$ cat src/rtl/core/gds_pkg.sv
// ----------------------------------------------------------------------------
// gds_pkg
// shared types, constants and calendar functions for the date stepper
// ----------------------------------------------------------------------------
package gds_pkg;

  localparam logic [13:0] MAX_YEAR  = 14'd9999;
  localparam logic [13:0] RST_YEAR  = 14'd2012;
  localparam logic [3:0]  RST_MONTH = 4'd11;
  localparam logic [4:0]  RST_DAY   = 5'd2;
  localparam logic        RST_LEAP  = 1'b1;

  localparam logic [3:0]  MONTH_JAN = 4'd1;
  localparam logic [3:0]  MONTH_FEB = 4'd2;
  localparam logic [3:0]  MONTH_DEC = 4'd12;
  localparam logic [4:0]  DAY_FIRST = 5'd1;
  localparam logic [4:0]  DAY_DEC31 = 5'd31;

  // reciprocal of 100 scaled by 2^19, exact floor for 14-bit years
  localparam logic [12:0] HUNDRED_RECIP = 13'd5243;
  localparam int          HUNDRED_SHIFT = 19;

  typedef enum logic [1:0] {
    OP_LOAD = 2'd0,
    OP_FWD  = 2'd1,
    OP_BACK = 2'd2
  } op_t;

  typedef struct packed {
    logic [13:0] year;
    logic [3:0]  month;
    logic [4:0]  day;
  } date_t;

  // 0 for a month outside 1..12
  function automatic logic [4:0] month_len(input logic [3:0] m, input logic leap);
    logic [4:0] len;
    case (m)
      4'd1, 4'd3, 4'd5, 4'd7, 4'd8, 4'd10, 4'd12: len = 5'd31;
      4'd4, 4'd6, 4'd9, 4'd11:                    len = 5'd30;
      4'd2:                                       len = leap ? 5'd29 : 5'd28;
      default:                                    len = 5'd0;
    endcase
    return len;
  endfunction

  // days in the months before m of a common year
  function automatic logic [8:0] days_before(input logic [3:0] m);
    logic [8:0] d;
    case (m)
      4'd1:    d = 9'd0;
      4'd2:    d = 9'd31;
      4'd3:    d = 9'd59;
      4'd4:    d = 9'd90;
      4'd5:    d = 9'd120;
      4'd6:    d = 9'd151;
      4'd7:    d = 9'd181;
      4'd8:    d = 9'd212;
      4'd9:    d = 9'd243;
      4'd10:   d = 9'd273;
      4'd11:   d = 9'd304;
      4'd12:   d = 9'd334;
      default: d = 9'd0;
    endcase
    return d;
  endfunction

endpackage

$ cat src/rtl/core/gds_in_if.sv
// ----------------------------------------------------------------------------
// gds_in_if
// command channel of the date stepper: load or step items
// ----------------------------------------------------------------------------
interface gds_in_if;
  logic        valid;
  logic        ready;
  logic [1:0]  op;
  logic [13:0] load_year;
  logic [3:0]  load_month;
  logic [4:0]  load_day;
  logic [15:0] day_count;

  modport source (output valid, output op, output load_year, output load_month,
                  output load_day, output day_count, input ready);
  modport sink   (input valid, input op, input load_year, input load_month,
                  input load_day, input day_count, output ready);
endinterface

$ cat src/rtl/core/gds_out_if.sv
// ----------------------------------------------------------------------------
// gds_out_if
// result channel of the date stepper: current date and status
// ----------------------------------------------------------------------------
interface gds_out_if;
  logic        valid;
  logic        ready;
  logic [13:0] cur_year;
  logic [3:0]  cur_month;
  logic [4:0]  cur_day;
  logic [8:0]  day_of_year;
  logic        leap_year;
  logic        load_valid;
  logic        range_error;

  modport source (output valid, output cur_year, output cur_month, output cur_day,
                  output day_of_year, output leap_year, output load_valid,
                  output range_error, input ready);
  modport sink   (input valid, input cur_year, input cur_month, input cur_day,
                  input day_of_year, input leap_year, input load_valid,
                  input range_error, output ready);
endinterface

$ cat src/rtl/core/gds_leap.sv
// ----------------------------------------------------------------------------
// gds_leap
// two-stage leap year test: reciprocal multiply, then 4/100/400 check
// ----------------------------------------------------------------------------
module gds_leap (
  input  logic        clk,
  input  logic [13:0] year_i,
  output logic        leap_o
);

  logic [26:0] prod;
  logic [7:0]  q_nxt;
  logic [7:0]  q_r;
  logic [13:0] year_r;
  logic [14:0] hundred;
  logic        div100;

  assign prod  = {13'd0, year_i} * {14'd0, gds_pkg::HUNDRED_RECIP};
  assign q_nxt = prod[gds_pkg::HUNDRED_SHIFT +: 8];

  always_ff @(posedge clk) begin
    q_r    <= q_nxt;
    year_r <= year_i;
  end

  // q * 100 as shifts and adds
  assign hundred = {1'b0, q_r, 6'd0} + {2'd0, q_r, 5'd0} + {5'd0, q_r, 2'd0};
  assign div100  = (hundred == {1'b0, year_r});
  assign leap_o  = ((year_r[1:0] == 2'd0) && !div100) || (div100 && (q_r[1:0] == 2'd0));

endmodule

$ cat src/rtl/core/gds_day_step.sv
// ----------------------------------------------------------------------------
// gds_day_step
// one-day forward or backward date step with year limit check
// ----------------------------------------------------------------------------
module gds_day_step (
  input  gds_pkg::date_t cur_i,
  input  logic           leap_i,
  input  logic           back_i,
  output gds_pkg::date_t nxt_o,
  output logic           blocked_o,
  output logic           year_chg_o
);

  logic [4:0] len_cur;
  logic [4:0] len_prev;
  logic [3:0] month_prev;

  assign month_prev = cur_i.month - 4'd1;
  assign len_cur    = gds_pkg::month_len(cur_i.month, leap_i);
  assign len_prev   = gds_pkg::month_len(month_prev, leap_i);

  always_comb begin
    nxt_o      = cur_i;
    blocked_o  = 1'b0;
    year_chg_o = 1'b0;
    if (!back_i) begin
      if (cur_i.day < len_cur) begin
        nxt_o.day = cur_i.day + 5'd1;
      end else if (cur_i.month < gds_pkg::MONTH_DEC) begin
        nxt_o.month = cur_i.month + 4'd1;
        nxt_o.day   = gds_pkg::DAY_FIRST;
      end else if (cur_i.year >= gds_pkg::MAX_YEAR) begin
        blocked_o = 1'b1;
      end else begin
        nxt_o.year  = cur_i.year + 14'd1;
        nxt_o.month = gds_pkg::MONTH_JAN;
        nxt_o.day   = gds_pkg::DAY_FIRST;
        year_chg_o  = 1'b1;
      end
    end else begin
      if (cur_i.day > gds_pkg::DAY_FIRST) begin
        nxt_o.day = cur_i.day - 5'd1;
      end else if (cur_i.month > gds_pkg::MONTH_JAN) begin
        nxt_o.month = month_prev;
        nxt_o.day   = len_prev;
      end else if (cur_i.year <= 14'd1) begin
        blocked_o = 1'b1;
      end else begin
        nxt_o.year  = cur_i.year - 14'd1;
        nxt_o.month = gds_pkg::MONTH_DEC;
        nxt_o.day   = gds_pkg::DAY_DEC31;
        year_chg_o  = 1'b1;
      end
    end
  end

endmodule

$ cat src/rtl/core/gregorian_date_stepper.sv
// A load passes S_LOAD_WAIT and S_LOAD_CHK to S_DONE; a step runs S_STEP, plus
// S_LEAP_WAIT and S_LEAP_RD for every year boundary crossed (leap recompute).
// One item at a time; the day stepper advances one day a cycle in S_STEP.
// Reset (synchronous, rst_n low): date 2012-11-02, no result pending.
// ----------------------------------------------------------------------------
// gregorian_date_stepper
// holds a Gregorian date, loads it or steps it by a day count
// ----------------------------------------------------------------------------
module gregorian_date_stepper (
  input  logic      clk,
  input  logic      rst_n,
  gds_in_if.sink    in_ch,
  gds_out_if.source out_ch
);

  typedef enum logic [2:0] {
    S_IDLE,
    S_LOAD_WAIT,
    S_LOAD_CHK,
    S_STEP,
    S_LEAP_WAIT,
    S_LEAP_RD,
    S_DONE
  } state_t;

  state_t         state_r;
  gds_pkg::date_t date_r;
  gds_pkg::date_t ld_r;
  logic           leap_r;
  logic [15:0]    cnt_r;
  logic           back_r;
  logic           valid_r;
  logic           err_r;

  logic           out_valid_r;
  logic [13:0]    out_year_r;
  logic [3:0]     out_month_r;
  logic [4:0]     out_day_r;
  logic [8:0]     out_doy_r;
  logic           out_leap_r;
  logic           out_ldv_r;
  logic           out_err_r;

  logic [13:0]    leap_year_in;
  logic           leap_res;
  gds_pkg::date_t step_nxt;
  logic           step_blocked;
  logic           step_year_chg;
  logic           ld_ok;
  logic [8:0]     doy;

  assign leap_year_in = (state_r == S_LOAD_WAIT) ? ld_r.year : date_r.year;

  gds_leap u_leap (
    .clk    (clk),
    .year_i (leap_year_in),
    .leap_o (leap_res)
  );

  gds_day_step u_step (
    .cur_i      (date_r),
    .leap_i     (leap_r),
    .back_i     (back_r),
    .nxt_o      (step_nxt),
    .blocked_o  (step_blocked),
    .year_chg_o (step_year_chg)
  );

  assign ld_ok = (ld_r.year >= 14'd1) && (ld_r.year <= gds_pkg::MAX_YEAR) &&
                 (ld_r.day >= gds_pkg::DAY_FIRST) &&
                 (ld_r.day <= gds_pkg::month_len(ld_r.month, leap_res));

  assign doy = gds_pkg::days_before(date_r.month) + {4'd0, date_r.day} +
               {8'd0, leap_r && (date_r.month > gds_pkg::MONTH_FEB)};

  assign in_ch.ready = (state_r == S_IDLE);

  always_ff @(posedge clk) begin
    if (!rst_n) begin
      state_r      <= S_IDLE;
      date_r.year  <= gds_pkg::RST_YEAR;
      date_r.month <= gds_pkg::RST_MONTH;
      date_r.day   <= gds_pkg::RST_DAY;
      leap_r       <= gds_pkg::RST_LEAP;
      out_valid_r  <= 1'b0;
    end else begin
      if (out_ch.ready && (state_r != S_DONE)) begin
        out_valid_r <= 1'b0;
      end
      case (state_r)
        S_IDLE: begin
          if (in_ch.valid) begin
            ld_r.year  <= in_ch.load_year;
            ld_r.month <= in_ch.load_month;
            ld_r.day   <= in_ch.load_day;
            cnt_r      <= in_ch.day_count;
            back_r     <= (in_ch.op == gds_pkg::OP_BACK);
            valid_r    <= 1'b0;
            err_r      <= 1'b0;
            case (in_ch.op)
              gds_pkg::OP_LOAD: state_r <= S_LOAD_WAIT;
              gds_pkg::OP_FWD:  state_r <= S_STEP;
              gds_pkg::OP_BACK: state_r <= S_STEP;
              default:          state_r <= S_DONE;
            endcase
          end
        end
        S_LOAD_WAIT: begin
          state_r <= S_LOAD_CHK;
        end
        S_LOAD_CHK: begin
          if (ld_ok) begin
            date_r  <= ld_r;
            leap_r  <= leap_res;
            valid_r <= 1'b1;
          end
          state_r <= S_DONE;
        end
        S_STEP: begin
          if (cnt_r == 16'd0) begin
            state_r <= S_DONE;
          end else if (step_blocked) begin
            err_r   <= 1'b1;
            state_r <= S_DONE;
          end else begin
            date_r <= step_nxt;
            cnt_r  <= cnt_r - 16'd1;
            if (step_year_chg) begin
              state_r <= S_LEAP_WAIT;
            end
          end
        end
        S_LEAP_WAIT: begin
          state_r <= S_LEAP_RD;
        end
        S_LEAP_RD: begin
          leap_r  <= leap_res;
          state_r <= S_STEP;
        end
        S_DONE: begin
          if (!out_valid_r || out_ch.ready) begin
            out_valid_r <= 1'b1;
            out_year_r  <= date_r.year;
            out_month_r <= date_r.month;
            out_day_r   <= date_r.day;
            out_doy_r   <= doy;
            out_leap_r  <= leap_r;
            out_ldv_r   <= valid_r;
            out_err_r   <= err_r;
            state_r     <= S_IDLE;
          end
        end
        default: begin
          state_r <= S_IDLE;
        end
      endcase
    end
  end

  assign out_ch.valid       = out_valid_r;
  assign out_ch.cur_year    = out_year_r;
  assign out_ch.cur_month   = out_month_r;
  assign out_ch.cur_day     = out_day_r;
  assign out_ch.day_of_year = out_doy_r;
  assign out_ch.leap_year   = out_leap_r;
  assign out_ch.load_valid  = out_ldv_r;
  assign out_ch.range_error = out_err_r;

endmodule

$ cat src/flat_wrapper.sv
// flat-port wrapper written by rule: the top's interface ports become plain ports
module gregorian_date_stepper_flat 
  (clk, rst_n, in_ch_valid, in_ch_op, in_ch_load_year, in_ch_load_month, in_ch_load_day, in_ch_day_count, in_ch_ready, out_ch_valid, out_ch_cur_year, out_ch_cur_month, out_ch_cur_day, out_ch_day_of_year, out_ch_leap_year, out_ch_load_valid, out_ch_range_error, out_ch_ready);
  gds_in_if in_ch_i ();
  gds_out_if out_ch_i ();
  input  logic clk;
  input  logic rst_n;
  input wire logic [$bits(in_ch_i.valid)-1:0] in_ch_valid;
  input wire logic [$bits(in_ch_i.op)-1:0] in_ch_op;
  input wire logic [$bits(in_ch_i.load_year)-1:0] in_ch_load_year;
  input wire logic [$bits(in_ch_i.load_month)-1:0] in_ch_load_month;
  input wire logic [$bits(in_ch_i.load_day)-1:0] in_ch_load_day;
  input wire logic [$bits(in_ch_i.day_count)-1:0] in_ch_day_count;
  output wire logic [$bits(in_ch_i.ready)-1:0] in_ch_ready;
  output wire logic [$bits(out_ch_i.valid)-1:0] out_ch_valid;
  output wire logic [$bits(out_ch_i.cur_year)-1:0] out_ch_cur_year;
  output wire logic [$bits(out_ch_i.cur_month)-1:0] out_ch_cur_month;
  output wire logic [$bits(out_ch_i.cur_day)-1:0] out_ch_cur_day;
  output wire logic [$bits(out_ch_i.day_of_year)-1:0] out_ch_day_of_year;
  output wire logic [$bits(out_ch_i.leap_year)-1:0] out_ch_leap_year;
  output wire logic [$bits(out_ch_i.load_valid)-1:0] out_ch_load_valid;
  output wire logic [$bits(out_ch_i.range_error)-1:0] out_ch_range_error;
  input wire logic [$bits(out_ch_i.ready)-1:0] out_ch_ready;
  assign in_ch_i.valid = in_ch_valid;
  assign in_ch_i.op = in_ch_op;
  assign in_ch_i.load_year = in_ch_load_year;
  assign in_ch_i.load_month = in_ch_load_month;
  assign in_ch_i.load_day = in_ch_load_day;
  assign in_ch_i.day_count = in_ch_day_count;
  assign in_ch_ready = in_ch_i.ready;
  assign out_ch_valid = out_ch_i.valid;
  assign out_ch_cur_year = out_ch_i.cur_year;
  assign out_ch_cur_month = out_ch_i.cur_month;
  assign out_ch_cur_day = out_ch_i.cur_day;
  assign out_ch_day_of_year = out_ch_i.day_of_year;
  assign out_ch_leap_year = out_ch_i.leap_year;
  assign out_ch_load_valid = out_ch_i.load_valid;
  assign out_ch_range_error = out_ch_i.range_error;
  assign out_ch_i.ready = out_ch_ready;
  gregorian_date_stepper u_core (.clk(clk), .rst_n(rst_n), .in_ch(in_ch_i), .out_ch(out_ch_i));
endmodule
$ cat config.mk
export PLATFORM = sky130hd
export DESIGN_NAME = gregorian_date_stepper_flat
export DESIGN_NICKNAME = d
export VERILOG_FILES = /design/src/rtl/core/gds_pkg.sv /design/src/rtl/core/gds_in_if.sv /design/src/rtl/core/gds_out_if.sv /design/src/rtl/core/gds_leap.sv /design/src/rtl/core/gds_day_step.sv /design/src/rtl/core/gregorian_date_stepper.sv /design/src/flat_wrapper.sv
export SDC_FILE = /design/constraint.sdc
export NUM_CORES = 1
export LEC_CHECK = 0
export ABC_AREA = 1
export BUFFER_PORTS_ARGS = -buffer_cell sky130_fd_sc_hd__buf_2
export CORE_ASPECT_RATIO = 0.75
export CORE_UTILIZATION = 55
export DETAILED_ROUTE_END_ITERATION = 7
export GPL_TIMING_DRIVEN = 0
export PLACE_DENSITY = 0.82
export SETUP_SLACK_MARGIN = 0.4
export SYNTH_ARGS = -nofsm -noshare
export SYNTH_HDL_FRONTEND = slang
export SYNTH_SLANG_ARGS = --single-unit
$ cat constraint.sdc
create_clock -name clk -period 4.9 [get_ports clk]
set_input_delay 0.245 -clock clk [delete_from_list [all_inputs] [get_ports clk]]
set_output_delay 0.245 -clock clk [all_outputs]
set_load 0.02 [all_outputs]
== Word level (Yosys, flattened, before mapping) ==
Memory sizes are Yosys's and may differ from the RTL's. A register that Yosys moved wholly into a read port is not among the register bits.
Cells that the tools add are included.
Storage, ports and cells
  register bits: 127
  bits in read-only memories: 144
  bits of input ports: 45
  logic and storage cells: 205
  memories: 1
Memories
  (no name shown): words 16, width 9, read ports 1, clocked after Yosys merged registers in 1, wr ports 0, line gds_pkg.sv:50  | case (m)
Operators by class
  add/sub/neg operators: 11
  multipliers: 1
  $lt $le $gt $ge: 11
  eq/ne operators: 63
  muxes and demuxes: 59
  reduce and logical (&&, ||, !) cells: 37
Operators with widths (number)
  $mux 23: 6
  $eq 4x4->1 const B: 15
  $eq 4x3->1 const B: 12
  $mux 16: 3
  $pmux 23 s2: 1
  $pmux 5 s3: 3
  $mux 14: 3
  $mux 18: 2
  $pmux 16 s2: 1
  $mul 14x13->27 const B: 1
  $eq 4x2->1 const B: 6
  $mux 1: 24
  $pmux 3 s7: 1
  $reduce_or 7->1: 3
  $mux 9: 2
  $logic_not 16->1: 1
  $sub 16x1->16 const B: 1
  $add 14x13->15: 1
  $add 15x10->15: 1
  $eq 15x14->1: 1
  $mux 3: 5
  $add 14x1->14 const B: 1
  $ge 14x1->1 const B: 1
  $ge 14x14->1 const B: 1
  other kinds (50): 86

== Depth between registers and ports, before layout ==
  depth after elaboration: 14
  depth in mapped cells: 35
  gate-level depth less buffers: 35

== Hierarchy ==
From an unflattened synthesis, not the netlist that was laid out.
Second synthesis, totals
  cells, all modules: 1730
  area, all modules: 13067.5 um^2
Modules (own cells, without submodules)
  gregorian_date_stepper: times used 1, cells each 545, area each 5403.9 um^2, seq. area each 3052.9 um^2
  gds_leap: times used 1, cells each 618, area each 4974.8 um^2, seq. area each 440.4 um^2
  gds_day_step: times used 1, cells each 567, area each 2688.8 um^2, seq. area each 0.0 um^2

== Worst setup path after synthesis ==
No wires, ideal clock.
  path type: flip-flop to flip-flop
  start: register u_core.state_r[0]
  end: register u_core.u_leap.q_r[6]
  data arrival time: 5.247 ns
  required time: 4.828 ns
  setup slack: -0.419 ns
  cell stages (with the launch flop): 23
  path buffers: 1
  cell sequence: dfxtp_1 > inv_1 > nor2_1 > nand2_1 > clkbuf_1 > o21ai_0 > inv_1 > ha_1 > inv_1 > fa_1 > fa_1 > inv_1 > fa_1 > fa_1 > ha_1 > a21o_1 > a31oi_1 > o21ai_0 > nand2_1 > nand3_1 > a21o_1 > a21oi_1 > xnor2_1
On the way
  longest elaborated chain between the ends: 3
Ends and longest elaborated chain
  start, declared: line gregorian_date_stepper.sv:26  | state_t state_r;
  start signal, assigned: line gregorian_date_stepper.sv:80  | state_r <= S_IDLE;
  start signal, assigned: line gregorian_date_stepper.sv:101  | gds_pkg::OP_LOAD: state_r <= S_LOAD_WAIT;
  start signal, assigned: line gregorian_date_stepper.sv:102  | gds_pkg::OP_FWD: state_r <= S_STEP;
  $eq 3x1->1: line gregorian_date_stepper.sv:52  | assign leap_year_in = (state_r == S_LOAD_WAIT) ? ld_r.year : date_r.year;
  $mux 14: line gregorian_date_stepper.sv:52
  net u_core.leap_year_in[12]: line gregorian_date_stepper.sv:44  | logic [13:0] leap_year_in;
  $mul 14x13->27: line gds_leap.sv:18  | assign prod = {13'd0, year_i} * {14'd0, gds_pkg::HUNDRED_RECIP};
  net u_core.u_leap.prod[25]: line gds_leap.sv:11  | logic [26:0] prod;
  end signal, assigned: line gds_leap.sv:22  | q_r <= q_nxt;
  end, declared: line gds_leap.sv:13  | logic [7:0] q_r;
The timed path passes the listed nets, and every way through them passes these cells.
A chain may end at the register's enable or synchronous reset.

== Final worst setup path ==
  start: register u_core.state_r[0]
  end: register u_core.u_leap.q_r[5]
The elaborated chain is that of the path after synthesis.

==> metrics.cfg <==
[worst_setup_path]
cp.required_ns = 5.23
critPathMaxFanout = 6
crit_type = flop to flop
cp-end-kind = flop
startpoint_type = flop
cp_data_arrival_time_ns = 5.43

[synth]
synth_fp_nets = 1525
synth_edf_count = 77
ys_types = 56
yosys_warnings = 0
ys_seq_area_frac = 0.314
postSynthAreaPerCell_um2 = 8.78
ys.flop_type = edfxtp_1
synthCells = 1266
ys_ff_latch = 136
async_reset_ff_frac = 0
syn_area_um2 = 11100

[sta]
final.setup_skew_ns = 0.0123
slew_headroom = 0.312
tightest_slew_ns = 1.03
hold_ws_ns = 0.0182
drv_slew = 0
rsz0062_at_grt = yes
finalSetupViolations = 7
setup_slack_ns = -0.197
fin_crit_ns = 5.10
max_freq_ghz = 0.196
hold_viol = 0
period_share = 1.04

[floorplan]
io_pins = 82
std_cell_rows = 44
core_region_area_um2 = 19500
die_w_um = 166
dieArea_um2 = 20800
start_util = 0.569
die_h_um = 125

[clock_tree]
clk_latency_ns = 0.44
cts_buffers = 17
cts_sinks = 136
cts_root_buffer = clkbuf_16
ctsHtreeMaxLevel = 4
cts_tree = done
clk_pin_slew_ns = 0.07
cts_buffer_depth = 2

[final_layout]
nNetsFinal = 1710
finalNonFillerCells = 1717
layout-drive-gt1-share = 0.258
antenna_cells = 0
area_delta_synth_final_pct = 27.8

[detailed_routing]
postRouteAntennaNets = 0
wl_met2_mm = 13.7
drc = 41
vias = 9668
avgViaCountPerCell = 5.63
routed-wl-met3_mm = 2.51
dr.pass1.iters = 8
wl_per_cell_um = 17.7
drt_iter0_drc = 990
drt_wl_total_mm = 30.4
top_layer = met4
met1Wirelength_mm = 13.4

[status]
violations = design-rule violations, negative setup slack
outcome = finished, violations left

[grt]
grt_pass1_wl_mm = 46.7
grt_use_total = 0.287
grt_max_degree = 20
grt_overflow = 0
antenna_found_initial = 1
grt_pass1_vias = 9231

[placement]
gp_congestion = 0.967
dpl.cell_count = 1603
portBuffers = 81
dp_hpwl_mm = 21.3

[job]
cap_viol_max_count = 0

[min_path]
holdCritPathClass = input port to flop

## logic make-up after synthesis
family,Yosys count,share of synthesized area
simple gates,435,0.179
buf+inv,247,0.0863
fa+ha+maj,214,0.288
compound gates,191,0.0982
flops,136,0.314
xor+xnor,43,0.0339
## metal layers
metal | GRT usage | up-vias
li1 | - | 4569
met1 | 0.406 | 4540
met2 | 0.450 | 480
met3 | 0.0557 | 79
met4 | 0.0803 | 0
met5 | 0 | -
## critical path, cell delays in order, from the launching register on
cell and delay [ns]:
dfxtp_4 0.37, inv_6 0.04, nor2_4 0.20, buf_12 0.15, nand2_8 0.08, o21ai_4 0.21
clkinv_4 0.15, ha_4 0.30, inv_2 0.04, fa_1 0.47, fa_1 0.54, inv_2 0.05
fa_2 0.56, fa_2 0.46, ha_4 0.19, a21o_1 0.18, a31oi_2 0.18, o21ai_1 0.10
nand2_1 0.10, nand3_4 0.12, a21o_1 0.23, buf_4 0.14, xor2_1 0.13
## final timing paths
path,slack (ns),depth (start not counted),from,end
worst max-delay path,-0.20,22,u_core.state_r[0]$_SDFFE_PN0P_,u_core.u_leap.q_r[5]$_DFF_P_
worst max register to register,-0.20,22,u_core.state_r[0]$_SDFFE_PN0P_,u_core.u_leap.q_r[5]$_DFF_P_
worst min-delay path,0.02,1,in_ch_load_month[3],u_core.ld_r[8]$_DFFE_PP_
worst min register to register,0.43,0,u_core.valid_r$_DFFE_PP_,u_core.out_ch.load_valid$_DFFE_PP_
## layout make-up
type | count | area (µm²)
repair inverters | 1 | 6.26
plain buffers | 20 | 154
clock buffers | 17 | 425
repair buffers | 164 | 1190
clock inverters | 15 | 199
fillers | 1308 | 5350
flip-flops and latches | 136 | 3510
inverters | 227 | 906
well taps | 253 | 317
multi-input cells | 884 | 7500
## registers in the layout, summed over array words and instances (netlist names), named ones only
name	cells
u_core.back_r	1
u_core.cnt_r	16
u_core.date_r	23
u_core.err_r	1
u_core.ld_r	23
u_core.leap_r	1
u_core.out_ch.cur_day	5
u_core.out_ch.cur_month	4
u_core.out_ch.cur_year	14
u_core.out_ch.day_of_year	9
u_core.out_ch.leap_year	1
u_core.out_ch.load_valid	1
u_core.out_ch.range_error	1
u_core.out_ch.valid	1
u_core.state_r	3
u_core.u_leap.q_r	8
u_core.u_leap.year_r	14
u_core.valid_r	1
## layout by cell type, fill, tap and decap left out, drive strengths merged, types with 2 or more instances in the layout
cell,instances
bufinv,2
o21bai,3
buf,152
nand3,66
o211ai,14
fa,70
a21o,5
a211oi,2
o22ai,6
inv,233
a31oi,7
nand2,223
nor2,99
xor2,25
nand3b,2
dlygate4sd3,17
clkinvlp,3
edfxtp,77
dfxtp,59
clkinv,5
ha,144
nor3,15
clkbuf,32
a21oi,55
xnor2,18
o2111ai,2
o21ai,86
o31ai,2
nand4,22
or2,6
## per-stage QoR
| stage | area [µm²] | worst slack [ns] | utilization | setup TNS, ns |
|---|---|---|---|---|
| after floorplan | 11400 | 0.215 | - | 0 |
| after global routing | 14200 | -0.364 | 0.726 | -2.22 |
| final | 14200 | -0.197 | 0.726 | -0.703 |
| after detailed placement | 12200 | -0.391 | 0.623 | -3.03 |
| after global placement | 12100 | -0.429 | 0.620 | -16.73 |
| after CTS | 13600 | -0.141 | 0.696 | -0.399 |
## repair_timing
| item | in CTS | in global routing |
|---|---|---|
| hold endpoints to repair | 15 | 2 |
| hold buffers | 15 | 2 |
| setup endpoints to repair | 56 | 53 |
| gates cloned | 2 | 3 |
| gates resized for setup | 78 | 89 |
| buffers inserted | 35 | 25 |
| pin swaps | 81 | 54 |
## cell usage after synthesis, types with 2 or more instances
cell,instances,area (µm²)
a211oi_1,2,15.0
a21o_1,5,37.5
a21oi_1,54,270
a31oi_1,7,43.8
buf_2,2,10.0
buf_6,3,33.8
clkbuf_1,13,48.8
dfxtp_1,59,1180
edfxtp_1,77,2310
fa_1,70,1400
ha_1,144,1800
inv_1,213,800
inv_2,13,48.8
nand2_1,213,800
nand2_2,7,43.8
nand2_4,2,22.5
nand3_1,58,290
nand3_2,7,70.1
nand3b_1,2,15.0
nand4_1,21,131
nor2_1,90,338
nor2_2,5,31.3
nor2_8,3,60.1
nor3_1,14,70.1
o2111ai_1,2,17.5
o211ai_1,14,105
o21ai_0,78,390
o21ai_1,7,35.0
o21bai_1,3,22.5
o22ai_1,5,31.3
o31ai_1,2,15.0
or2_2,6,37.5
xnor2_1,18,158
xor2_1,25,219
Power is not shown: default switching activity piles up to over one toggle a cycle in this logic, so the estimate is an artifact.
